**src/pts_pkg.sv**
```systemverilog
`timescale 1ns / 1ps
package pts_pkg;

  localparam int KIND_W  = 2;
  localparam int PID_W   = 10;
  localparam int POL_W   = 2;
  localparam int STAMP_W = 32;
  localparam int ADDR_W  = 3;
  localparam int DATA_W  = 32;

  localparam logic [KIND_W-1:0] KIND_START = 2'd0;
  localparam logic [KIND_W-1:0] KIND_END   = 2'd1;
  localparam logic [KIND_W-1:0] KIND_PICK  = 2'd2;

  localparam logic [POL_W-1:0] POL_ARB  = 2'd0;
  localparam logic [POL_W-1:0] POL_FIFO = 2'd1;
  localparam logic [POL_W-1:0] POL_LIFO = 2'd2;
  localparam logic [POL_W-1:0] POL_RR   = 2'd3;

  // register select is paddr[2]
  localparam logic REG_POLICY = 1'b0;

  typedef enum logic [1:0] {
    CMP_EQ,
    CMP_LT,
    CMP_GT
  } cmp_op_e;

endpackage

```
**src/pts_if.sv**
```systemverilog
`timescale 1ns / 1ps
interface pts_evt_if import pts_pkg::*; ();
  logic              valid;
  logic              ready;
  logic [KIND_W-1:0] kind;
  logic [PID_W-1:0]  pid;

  modport source (output valid, kind, pid, input ready);
  modport sink   (input valid, kind, pid, output ready);
endinterface

interface pts_res_if import pts_pkg::*; ();
  logic             valid;
  logic             ready;
  logic             ok;
  logic [PID_W-1:0] chosen_pid;

  modport source (output valid, ok, chosen_pid, input ready);
  modport sink   (input valid, ok, chosen_pid, output ready);
endinterface

```
**src/process_table_scheduler.sv**
```systemverilog
`timescale 1ns / 1ps
// Process table scheduler with a SLOTS-entry table and a round-robin ring.
// evt_i: valid/ready event channel (kind: start, end, pick; pid).
// res_o: valid/ready result channel, one transaction per event (ok, chosen_pid).
// APB port: register 0 (byte address 0) is the selection policy, reset to
// round robin; write it only while no event is in flight.
// Events are handled one at a time by a sequencer that walks the table and
// ring one entry per cycle through a shared comparator and memories with
// one write port and one registered read port each:
//   start: free-slot search of the table
//   end:   table walk, plus ring search and ring compaction
//   pick:  one ring read for round robin, a table scan for the other policies
// evt_i.ready is high only while the sequencer is idle. A finished result
// sits in an output register, so a new event is taken while it waits; if
// the receiver stalls, the next result holds inside until the register frees.
// Reset empties the table and ring and clears the arrival counter; no
// clearing pass is needed.
module process_table_scheduler import pts_pkg::*; #(
  parameter int SLOTS = 16
) (
  input  logic              clk_i,
  input  logic              rst_ni,
  pts_evt_if.sink           evt_i,
  pts_res_if.source         res_o,
  input  logic              psel,
  input  logic              penable,
  input  logic              pwrite,
  input  logic [ADDR_W-1:0] paddr,
  input  logic [DATA_W-1:0] pwdata,
  output logic [DATA_W-1:0] prdata,
  output logic              pready
);

  logic [POL_W-1:0] policy;

  pts_regs u_regs (
    .clk_i    (clk_i),
    .rst_ni   (rst_ni),
    .psel     (psel),
    .penable  (penable),
    .pwrite   (pwrite),
    .paddr    (paddr),
    .pwdata   (pwdata),
    .prdata   (prdata),
    .pready   (pready),
    .policy_o (policy)
  );

  pts_core #(
    .SLOTS (SLOTS)
  ) u_core (
    .clk_i    (clk_i),
    .rst_ni   (rst_ni),
    .policy_i (policy),
    .evt_i    (evt_i),
    .res_o    (res_o)
  );

endmodule

```
**src/pts_regs.sv**
```systemverilog
`timescale 1ns / 1ps
module pts_regs import pts_pkg::*; (
  input  logic              clk_i,
  input  logic              rst_ni,
  input  logic              psel,
  input  logic              penable,
  input  logic              pwrite,
  input  logic [ADDR_W-1:0] paddr,
  input  logic [DATA_W-1:0] pwdata,
  output logic [DATA_W-1:0] prdata,
  output logic              pready,
  output logic [POL_W-1:0]  policy_o
);

  logic [POL_W-1:0] policy_q, policy_d;

  assign pready = 1'b1;

  always_comb begin
    policy_d = policy_q;
    if (psel && penable && pwrite && (paddr[2] == REG_POLICY)) begin
      policy_d = pwdata[POL_W-1:0];
    end
  end

  always_comb begin
    prdata = '0;
    if (paddr[2] == REG_POLICY) begin
      prdata = {{(DATA_W-POL_W){1'b0}}, policy_q};
    end
  end

  always_ff @(posedge clk_i or negedge rst_ni) begin
    if (!rst_ni) begin
      policy_q <= POL_RR;
    end else begin
      policy_q <= policy_d;
    end
  end

  assign policy_o = policy_q;

endmodule

```
**src/pts_cmp.sv**
```systemverilog
`timescale 1ns / 1ps
module pts_cmp import pts_pkg::*; (
  input  cmp_op_e            op_i,
  input  logic [STAMP_W-1:0] a_i,
  input  logic [STAMP_W-1:0] b_i,
  output logic               hit_o
);

  always_comb begin
    case (op_i)
      CMP_EQ:  hit_o = (a_i == b_i);
      CMP_LT:  hit_o = (a_i < b_i);
      CMP_GT:  hit_o = (a_i > b_i);
      default: hit_o = 1'b0;
    endcase
  end

endmodule

```
**src/pts_core.sv**
```systemverilog
`timescale 1ns / 1ps
module pts_core import pts_pkg::*; #(
  parameter int SLOTS = 16
) (
  input  logic             clk_i,
  input  logic             rst_ni,
  input  logic [POL_W-1:0] policy_i,
  pts_evt_if.sink          evt_i,
  pts_res_if.source        res_o
);

  localparam int IW = (SLOTS > 1) ? $clog2(SLOTS) : 1;
  localparam int CW = $clog2(SLOTS + 1);
  localparam logic [CW-1:0] SlotsC = CW'(SLOTS);

  localparam logic [2:0] ST_IDLE   = 3'd0;
  localparam logic [2:0] ST_FREE   = 3'd1;
  localparam logic [2:0] ST_SCAN   = 3'd2;
  localparam logic [2:0] ST_RFIND  = 3'd3;
  localparam logic [2:0] ST_RSHIFT = 3'd4;
  localparam logic [2:0] ST_RRD    = 3'd5;
  localparam logic [2:0] ST_DONE   = 3'd6;

  logic [2:0]         state_q, state_d;
  logic [KIND_W-1:0]  kind_q, kind_d;
  logic [PID_W-1:0]   pid_q, pid_d;
  logic [CW-1:0]      scan_q, scan_d;
  logic               p_vld_q, p_vld_d;
  logic [IW-1:0]      p_idx_q, p_idx_d;
  logic [SLOTS-1:0]   valid_q, valid_d;
  logic [STAMP_W-1:0] cnt_q, cnt_d;
  logic [CW-1:0]      ring_cnt_q, ring_cnt_d;
  logic [IW-1:0]      head_q, head_d;
  logic [IW-1:0]      hit_idx_q, hit_idx_d;
  logic               best_have_q, best_have_d;
  logic [STAMP_W-1:0] best_stamp_q, best_stamp_d;
  logic [PID_W-1:0]   best_pid_q, best_pid_d;
  logic               res_ok_q, res_ok_d;
  logic [PID_W-1:0]   res_pid_q, res_pid_d;
  logic               out_vld_q, out_vld_d;
  logic               out_ok_q, out_ok_d;
  logic [PID_W-1:0]   out_pid_q, out_pid_d;

  logic [PID_W-1:0]   pid_mem   [SLOTS];
  logic [STAMP_W-1:0] stamp_mem [SLOTS];
  logic [PID_W-1:0]   ring_mem  [SLOTS];
  logic [PID_W-1:0]   pid_rd_q;
  logic [STAMP_W-1:0] stamp_rd_q;
  logic [PID_W-1:0]   ring_rd_q;

  logic               slot_we;
  logic [IW-1:0]      slot_wa;
  logic               ring_we;
  logic [IW-1:0]      ring_wa;
  logic [PID_W-1:0]   ring_wd;
  logic [IW-1:0]      rd_addr;

  cmp_op_e            cmp_op;
  logic [STAMP_W-1:0] cmp_a, cmp_b;
  logic               cmp_hit;

  logic [CW-1:0]      scan_lim;
  logic               issue;
  logic [IW-1:0]      head_adj;
  logic [CW-1:0]      cnt_dec;
  logic [CW-1:0]      rr_next;

  assign rd_addr = scan_q[IW-1:0];

  always_comb begin
    cmp_op = CMP_EQ;
    cmp_a  = {{(STAMP_W-PID_W){1'b0}}, ring_rd_q};
    cmp_b  = {{(STAMP_W-PID_W){1'b0}}, pid_q};
    if (state_q == ST_SCAN) begin
      if (kind_q == KIND_END) begin
        cmp_a = {{(STAMP_W-PID_W){1'b0}}, pid_rd_q};
      end else begin
        cmp_op = (policy_i == POL_FIFO) ? CMP_LT : CMP_GT;
        cmp_a  = stamp_rd_q;
        cmp_b  = best_stamp_q;
      end
    end
  end

  pts_cmp u_cmp (
    .op_i  (cmp_op),
    .a_i   (cmp_a),
    .b_i   (cmp_b),
    .hit_o (cmp_hit)
  );

  assign scan_lim = (state_q == ST_SCAN) ? SlotsC : ring_cnt_q;
  assign issue    = (scan_q < scan_lim);
  assign head_adj = (hit_idx_q < head_q) ? head_q - 1'b1 : head_q;
  assign cnt_dec  = ring_cnt_q - 1'b1;
  assign rr_next  = scan_q + 1'b1;

  always_comb begin
    state_d      = state_q;
    kind_d       = kind_q;
    pid_d        = pid_q;
    scan_d       = scan_q;
    p_vld_d      = p_vld_q;
    p_idx_d      = p_idx_q;
    valid_d      = valid_q;
    cnt_d        = cnt_q;
    ring_cnt_d   = ring_cnt_q;
    head_d       = head_q;
    hit_idx_d    = hit_idx_q;
    best_have_d  = best_have_q;
    best_stamp_d = best_stamp_q;
    best_pid_d   = best_pid_q;
    res_ok_d     = res_ok_q;
    res_pid_d    = res_pid_q;
    out_vld_d    = out_vld_q;
    out_ok_d     = out_ok_q;
    out_pid_d    = out_pid_q;
    slot_we      = 1'b0;
    slot_wa      = scan_q[IW-1:0];
    ring_we      = 1'b0;
    ring_wa      = ring_cnt_q[IW-1:0];
    ring_wd      = pid_q;

    if (out_vld_q && res_o.ready) begin
      out_vld_d = 1'b0;
    end

    if ((state_q == ST_SCAN) || (state_q == ST_RFIND) || (state_q == ST_RSHIFT)) begin
      if (issue) begin
        scan_d  = scan_q + 1'b1;
        p_vld_d = 1'b1;
        p_idx_d = scan_q[IW-1:0];
      end else begin
        p_vld_d = 1'b0;
      end
    end

    case (state_q)
      ST_IDLE: begin
        if (evt_i.valid) begin
          kind_d      = evt_i.kind;
          pid_d       = evt_i.pid;
          scan_d      = '0;
          p_vld_d     = 1'b0;
          best_have_d = 1'b0;
          res_ok_d    = 1'b0;
          res_pid_d   = '0;
          case (evt_i.kind)
            KIND_START: state_d = ST_FREE;
            KIND_END:   state_d = ST_SCAN;
            KIND_PICK: begin
              if (policy_i == POL_RR) begin
                if (ring_cnt_q == '0) begin
                  state_d = ST_DONE;
                end else begin
                  scan_d  = (CW'(head_q) >= ring_cnt_q) ? '0 : CW'(head_q);
                  state_d = ST_RRD;
                end
              end else begin
                state_d = ST_SCAN;
              end
            end
            default: state_d = ST_DONE;
          endcase
        end
      end

      ST_FREE: begin
        if (!valid_q[scan_q[IW-1:0]]) begin
          if (cnt_q != '1) begin
            cnt_d = cnt_q + 1'b1;
          end
          slot_we                 = 1'b1;
          valid_d[scan_q[IW-1:0]] = 1'b1;
          if (ring_cnt_q < SlotsC) begin
            ring_we    = 1'b1;
            ring_cnt_d = ring_cnt_q + 1'b1;
          end
          res_ok_d = 1'b1;
          state_d  = ST_DONE;
        end else if (scan_q == SlotsC - 1'b1) begin
          state_d = ST_DONE;
        end else begin
          scan_d = scan_q + 1'b1;
        end
      end

      ST_SCAN: begin
        if (p_vld_q && valid_q[p_idx_q]) begin
          if (kind_q == KIND_END) begin
            if (cmp_hit) begin
              valid_d[p_idx_q] = 1'b0;
              scan_d           = '0;
              p_vld_d          = 1'b0;
              state_d          = ST_RFIND;
            end
          end else if (policy_i == POL_ARB) begin
            res_ok_d  = 1'b1;
            res_pid_d = pid_rd_q;
            state_d   = ST_DONE;
          end else if (!best_have_q || cmp_hit) begin
            best_have_d  = 1'b1;
            best_stamp_d = stamp_rd_q;
            best_pid_d   = pid_rd_q;
          end
        end else if (!p_vld_q && !issue) begin
          res_ok_d  = best_have_q;
          res_pid_d = best_have_q ? best_pid_q : '0;
          state_d   = ST_DONE;
        end
      end

      ST_RFIND: begin
        if (p_vld_q && cmp_hit) begin
          hit_idx_d = p_idx_q;
          scan_d    = CW'(p_idx_q) + 1'b1;
          p_vld_d   = 1'b0;
          state_d   = ST_RSHIFT;
        end else if (!p_vld_q && !issue) begin
          res_ok_d = 1'b1;
          state_d  = ST_DONE;
        end
      end

      ST_RSHIFT: begin
        if (p_vld_q) begin
          ring_we = 1'b1;
          ring_wa = p_idx_q - 1'b1;
          ring_wd = ring_rd_q;
        end else if (!issue) begin
          ring_cnt_d = cnt_dec;
          head_d     = (CW'(head_adj) >= cnt_dec) ? '0 : head_adj;
          res_ok_d   = 1'b1;
          state_d    = ST_DONE;
        end
      end

      ST_RRD: begin
        if (!p_vld_q) begin
          p_vld_d = 1'b1;
        end else begin
          p_vld_d   = 1'b0;
          res_ok_d  = 1'b1;
          res_pid_d = ring_rd_q;
          head_d    = (rr_next >= ring_cnt_q) ? '0 : rr_next[IW-1:0];
          state_d   = ST_DONE;
        end
      end

      ST_DONE: begin
        if (!out_vld_q || res_o.ready) begin
          out_vld_d = 1'b1;
          out_ok_d  = res_ok_q;
          out_pid_d = res_pid_q;
          state_d   = ST_IDLE;
        end
      end

      default: state_d = ST_IDLE;
    endcase
  end

  always_ff @(posedge clk_i or negedge rst_ni) begin
    if (!rst_ni) begin
      state_q     <= ST_IDLE;
      scan_q      <= '0;
      p_vld_q     <= 1'b0;
      valid_q     <= '0;
      cnt_q       <= '0;
      ring_cnt_q  <= '0;
      head_q      <= '0;
      best_have_q <= 1'b0;
      out_vld_q   <= 1'b0;
    end else begin
      state_q     <= state_d;
      scan_q      <= scan_d;
      p_vld_q     <= p_vld_d;
      valid_q     <= valid_d;
      cnt_q       <= cnt_d;
      ring_cnt_q  <= ring_cnt_d;
      head_q      <= head_d;
      best_have_q <= best_have_d;
      out_vld_q   <= out_vld_d;
    end
  end

  always_ff @(posedge clk_i) begin
    kind_q       <= kind_d;
    pid_q        <= pid_d;
    p_idx_q      <= p_idx_d;
    hit_idx_q    <= hit_idx_d;
    best_stamp_q <= best_stamp_d;
    best_pid_q   <= best_pid_d;
    res_ok_q     <= res_ok_d;
    res_pid_q    <= res_pid_d;
    out_ok_q     <= out_ok_d;
    out_pid_q    <= out_pid_d;
  end

  // slot table, one write and one registered read per cycle
  always_ff @(posedge clk_i) begin
    if (slot_we) begin
      pid_mem[slot_wa]   <= pid_q;
      stamp_mem[slot_wa] <= cnt_d;
    end
    pid_rd_q   <= pid_mem[rd_addr];
    stamp_rd_q <= stamp_mem[rd_addr];
  end

  // round-robin ring
  always_ff @(posedge clk_i) begin
    if (ring_we) begin
      ring_mem[ring_wa] <= ring_wd;
    end
    ring_rd_q <= ring_mem[rd_addr];
  end

  assign evt_i.ready      = (state_q == ST_IDLE);
  assign res_o.valid      = out_vld_q;
  assign res_o.ok         = out_ok_q;
  assign res_o.chosen_pid = out_pid_q;

endmodule

```
**src/flat_wrapper.sv**
```systemverilog
// flat-port wrapper written by rule: the top's interface ports become plain ports
module process_table_scheduler_flat import pts_pkg::*;
#(
  parameter int SLOTS = 16
)
  (clk_i, rst_ni, psel, penable, pwrite, paddr, pwdata, prdata, pready, evt_i_valid, evt_i_kind, evt_i_pid, evt_i_ready, res_o_valid, res_o_ok, res_o_chosen_pid, res_o_ready);
  pts_evt_if evt_i_i ();
  pts_res_if res_o_i ();
  input  logic clk_i;
  input  logic rst_ni;
  input  logic psel;
  input  logic penable;
  input  logic pwrite;
  input  logic [ADDR_W-1:0] paddr;
  input  logic [DATA_W-1:0] pwdata;
  output logic [DATA_W-1:0] prdata;
  output logic pready;
  input wire logic [$bits(evt_i_i.valid)-1:0] evt_i_valid;
  input wire logic [$bits(evt_i_i.kind)-1:0] evt_i_kind;
  input wire logic [$bits(evt_i_i.pid)-1:0] evt_i_pid;
  output wire logic [$bits(evt_i_i.ready)-1:0] evt_i_ready;
  output wire logic [$bits(res_o_i.valid)-1:0] res_o_valid;
  output wire logic [$bits(res_o_i.ok)-1:0] res_o_ok;
  output wire logic [$bits(res_o_i.chosen_pid)-1:0] res_o_chosen_pid;
  input wire logic [$bits(res_o_i.ready)-1:0] res_o_ready;
  assign evt_i_i.valid = evt_i_valid;
  assign evt_i_i.kind = evt_i_kind;
  assign evt_i_i.pid = evt_i_pid;
  assign evt_i_ready = evt_i_i.ready;
  assign res_o_valid = res_o_i.valid;
  assign res_o_ok = res_o_i.ok;
  assign res_o_chosen_pid = res_o_i.chosen_pid;
  assign res_o_i.ready = res_o_ready;
  process_table_scheduler #(.SLOTS(SLOTS)) u_core (.clk_i(clk_i), .rst_ni(rst_ni), .evt_i(evt_i_i), .res_o(res_o_i), .psel(psel), .penable(penable), .pwrite(pwrite), .paddr(paddr), .pwdata(pwdata), .prdata(prdata), .pready(pready));
endmodule
```
**config.mk**
```make
export PLATFORM = sky130hd
export DESIGN_NAME = process_table_scheduler_flat
export DESIGN_NICKNAME = d
export VERILOG_FILES = /design/src/pts_pkg.sv /design/src/pts_if.sv /design/src/process_table_scheduler.sv /design/src/pts_regs.sv /design/src/pts_cmp.sv /design/src/pts_core.sv /design/src/flat_wrapper.sv
export SDC_FILE = /design/constraint.sdc
export NUM_CORES = 1
export LEC_CHECK = 0
export BUFFER_PORTS_ARGS = -buffer_cell sky130_fd_sc_hd__buf_4
export CAP_MARGIN = 20
export CELL_PAD_IN_SITES_DETAIL_PLACEMENT = 2
export CELL_PAD_IN_SITES_GLOBAL_PLACEMENT = 2
export CORE_MARGIN = 3
export CORE_UTILIZATION = 49
export DETAILED_ROUTE_END_ITERATION = 7
export PLACE_DENSITY = 0.89
export SYNTH_ARGS = -nofsm -noshare
export SYNTH_HDL_FRONTEND = slang
export SYNTH_SLANG_ARGS = --single-unit
export TNS_END_PERCENT = 10
```
**constraint.sdc**
```tcl
create_clock -name clk_i -period 6.8 [get_ports clk_i]
set_input_delay 1.02 -clock clk_i [delete_from_list [all_inputs] [get_ports clk_i]]
set_output_delay 1.02 -clock clk_i [all_outputs]
set_load 0.005 [all_outputs]
```
==> flow_summary.yaml <==
outcome:
  status: "completed"
pwr:
  p_leak_nw: 17.08
  power.density_nw_per_um2: 437.7
  ir_drop_mv: 0.2621
  total_power_mw: 20.76
clock_network:
  post_cts_buffers: 0
  cts_resized: 0
  numClockSinks: 1038
  tritoncts: "yes"
  clock_latency_ns: 0.71
  cts.path.max_buffers: 3
  numCtsBuffers: 107
  cts.root.buffer_cell: "clkbuf_16"
  cts_htree_levels: 3
  postCtsHoldBufs: 0
  clk_pin_slew_ns: 0.09
min_path:
  hold_class: "primary input to asynchronous set/reset pin"
floorplanning:
  start_util_pct: 49.55
  core_area_sq_um: 83820
  rows: 106
  die_h_microns: 297.1
  io_pins: 100
  dieArea_sq_um: 88290
  die_w_microns: 297.1
timing:
  hold_viol_final: 0
  fin_tns_setup_ns: 0
  slew_headroom_pct: 13.99
  setup_violations: 0
  finalCritPeriodShare_pct: 99.76
  min_period_ns: 6.784
  rsz0062_at_grt: "false"
  fin_skew_ns: 0.04444
  tightest_slew_ns: 1.287
  clock.fmax_ghz: 0.1474
  slew_viol_final: 0
global_routing:
  grt_max_degree: 130
  grt_pass1_wl_microns: 224600
  grtUsageTotal_pct: 36.29
  antenna_found_initial: 11
  grt_overflow_total: 0
  grt_pass1_vias: 26550
setup_path:
  cp_cell_sequence: "or3b_2 -> nor2_4 -> buf_4 -> mux2_2 -> ha_1 -> nor2b_1 -> o211ai_1 -> a2111oi_0 -> or3_1 -> a21oi_1 -> mux2i_1 -> a21oi_4 -> buf_4"
  crit_top_cell: "buf_4"
  cp_slowest_cell: "a2111oi_0"
  worstSetupEndpointType: "flop"
  cp_top_family: "simple AND/OR/NAND/NOR gates"
  path_buf_inv: 2
  reg2reg_depth: 13
  startpoint_type: "flop"
  worst-r2r-setup-slack_ns: 0.02
  cp_data_required_time_ns: 7.12
  r2r_end: "u_core.u_core.best_stamp_q[7]"
  arrival_ns: 7.10
  criticalPathCategory: "flop to flop"
  cpPeakStageDelay_ns: 0.82
  r2r-start: "u_core.u_core.state_q[1]"
  cp_max_fo: 39
final_layout:
  final_net_count: 2418
  syn2layout_area_growth_pct: 14.19
  drive_gt1_share_pct: 25.62
  final.fill_count: 6963
  final_cell_mix: "edfxtp_1, mux4_2, nand2_1"
  final_common_cell: "edfxtp_1"
run:
  max_cap_violations: 0
drt:
  drt_iter0_drc: 4669
  vias_per_cell: 7.362
  dr_total_vias: 26040
  ant_nets: 0
  firstDrtPassIters: 5
  wl_per_cell_microns: 48.66
  drc: 0
  postRouteWirelength_microns: 172100
yosys:
  netlist_instances: 2176
  ys_types: 68
  syn-mean-instance-area_sq_um: 19.09
  seq_area_frac_synth_pct: 72.96
  ys_warn_count: 0
  synth_area_sq_um: 41530
  synth_top_cell_by_area: "edfxtp_1"
  synth.area.top_cells: "edfxtp_1, mux4_2, dfrtp_1, dfxtp_1, ha_1"
  async_reset_ff_share_pct: 6.744
  ys_seq_elements: 1038
  synth.top_cell.area_share_pct: 66.23
  yosys_most_used_dff: "edfxtp_1"
  synth-edff-count: 916
placed_design:
  portBuffers: 36
  gp_congestion: 0.8890
  place_hpwl_microns: 85150
worst max-delay path by stage:
stage / slack [ns] / startpoint / endpoint / depth (start not counted)
global placement: 1.45 / u_core.u_core.state_q[1] / u_core.u_core.best_stamp_q[17] / 13
floorplan: 0.88 / u_core.u_core.state_q[1] / u_core.u_core.best_pid_q[0] / 14
finish: 0.02 / u_core.u_core.state_q[1] / u_core.u_core.best_stamp_q[7] / 13
global route: 0.19 / u_core.u_core.state_q[1] / u_core.u_core.best_stamp_q[8] / 13
CTS: 0.65 / u_core.u_core.state_q[1] / u_core.u_core.best_stamp_q[9] / 13
detailed placement: 1.0 / u_core.u_core.state_q[1] / u_core.u_core.best_stamp_q[15] / 13
synth_stat cells, drive strengths merged (2+ instances only):
| master | n |
|---|---|
| a211o | 2 |
| a211oi | 4 |
| a21boi | 2 |
| a21o | 14 |
| a21oi | 63 |
| a221oi | 4 |
| a22oi | 8 |
| a31oi | 22 |
| and2 | 30 |
| and3 | 16 |
| and4 | 2 |
| buf | 65 |
| clkbuf | 58 |
| clkinv | 2 |
| conb | 2 |
| dfrtp | 68 |
| dfstp | 2 |
| dfxtp | 52 |
| edfxtp | 916 |
| ha | 65 |
| inv | 31 |
| mux2 | 7 |
| mux2i | 22 |
| mux4 | 264 |
| nand2 | 145 |
| nand2b | 12 |
| nand3 | 26 |
| nand4 | 23 |
| nor2 | 87 |
| nor2b | 12 |
| nor3 | 16 |
| nor4 | 8 |
| o211ai | 6 |
| o21ai | 34 |
| o221ai | 3 |
| o22ai | 3 |
| o2bb2ai | 2 |
| o31a | 2 |
| or2 | 2 |
| or3 | 3 |
| or4 | 4 |
| xnor2 | 38 |
| xor2 | 12 |
where the power goes:
group          internal (mW)  switching, mW  leakage [nW]  total (mW)
registers               7.41          0.854          10.7        8.27
logic                   2.08           3.66          4.49        5.74
clock network           3.80           2.96          1.86        6.76
per-stage QoR:
step / worst slack, ns / utilization, % / area (sq um) / hold slack [ns] / std cells
6_report: 0.01646 / 56.58 / 47430 / 0.3536 / 3537
5_1_grt: 0.1902 / 56.55 / 47400 / 0.3559 / 3528
4_1_cts: 0.6482 / 56.17 / 47080 / 0.3542 / 3513
3_5_place_dp: 0.9975 / 51.64 / 43280 / 0.4216 / 3310
3_3_place_gp: 1.449 / 51.64 / 43280 / 0.4048 / 3310
2_1_floorplan: 0.8783 / - / 41640 / 0.4000 / 2205
cell families after synthesis:
logic type	after synthesis	synth area share, %
other cells	2	0.01808
mux	293	15.05
fa+ha+maj	65	1.958
compound gates	183	2.748
buf+inv	156	1.762
xor+xnor	50	1.054
flops	1038	72.96
simple gates	389	4.453
registers in the layout, indices dropped and copies added (netlist names), 10 cells and up:
name / cells
u_core.u_core.pid_q: 10
u_core.u_core.pid_rd_q: 10
u_core.u_core.best_stamp_q: 32
u_core.u_core.best_pid_q: 10
u_core.u_core.cnt_q: 32
u_core.u_core.ring_rd_q: 10
u_core.u_core.res_o.chosen_pid: 10
u_core.u_core.stamp_mem: 512
u_core.u_core.stamp_rd_q: 32
u_core.u_core.pid_mem: 160
u_core.u_core.valid_q: 16
u_core.u_core.ring_mem: 160
u_core.u_core.res_pid_q: 10
final cells by class:
cell class              count  area, sq um  share of cell area (%)
flip-flops and latches   1038        30320                   63.92
clock inverters            58        759.5                   1.601
repair buffers            108        872.1                   1.839
well taps                1134         1419                   2.992
diodes                     10        25.02                 0.05276
inverters                  33        123.9                  0.2612
multi-input cells        1011        10870                   22.91
clock buffers             145         3043                   6.416
per-layer routing:
layer / vias to the layer above / global-route usage, % / wire length (microns)
met4: 2 / 20.73 / 13980
met1: 13590 / 47.21 / 59050
li1: 8952 / - / -
met2: 2682 / 57.61 / 79930
met3: 812 / 7.233 / 19130
met5: - / 0 / 13
Note: power is estimated with default switching activity, not from simulation.
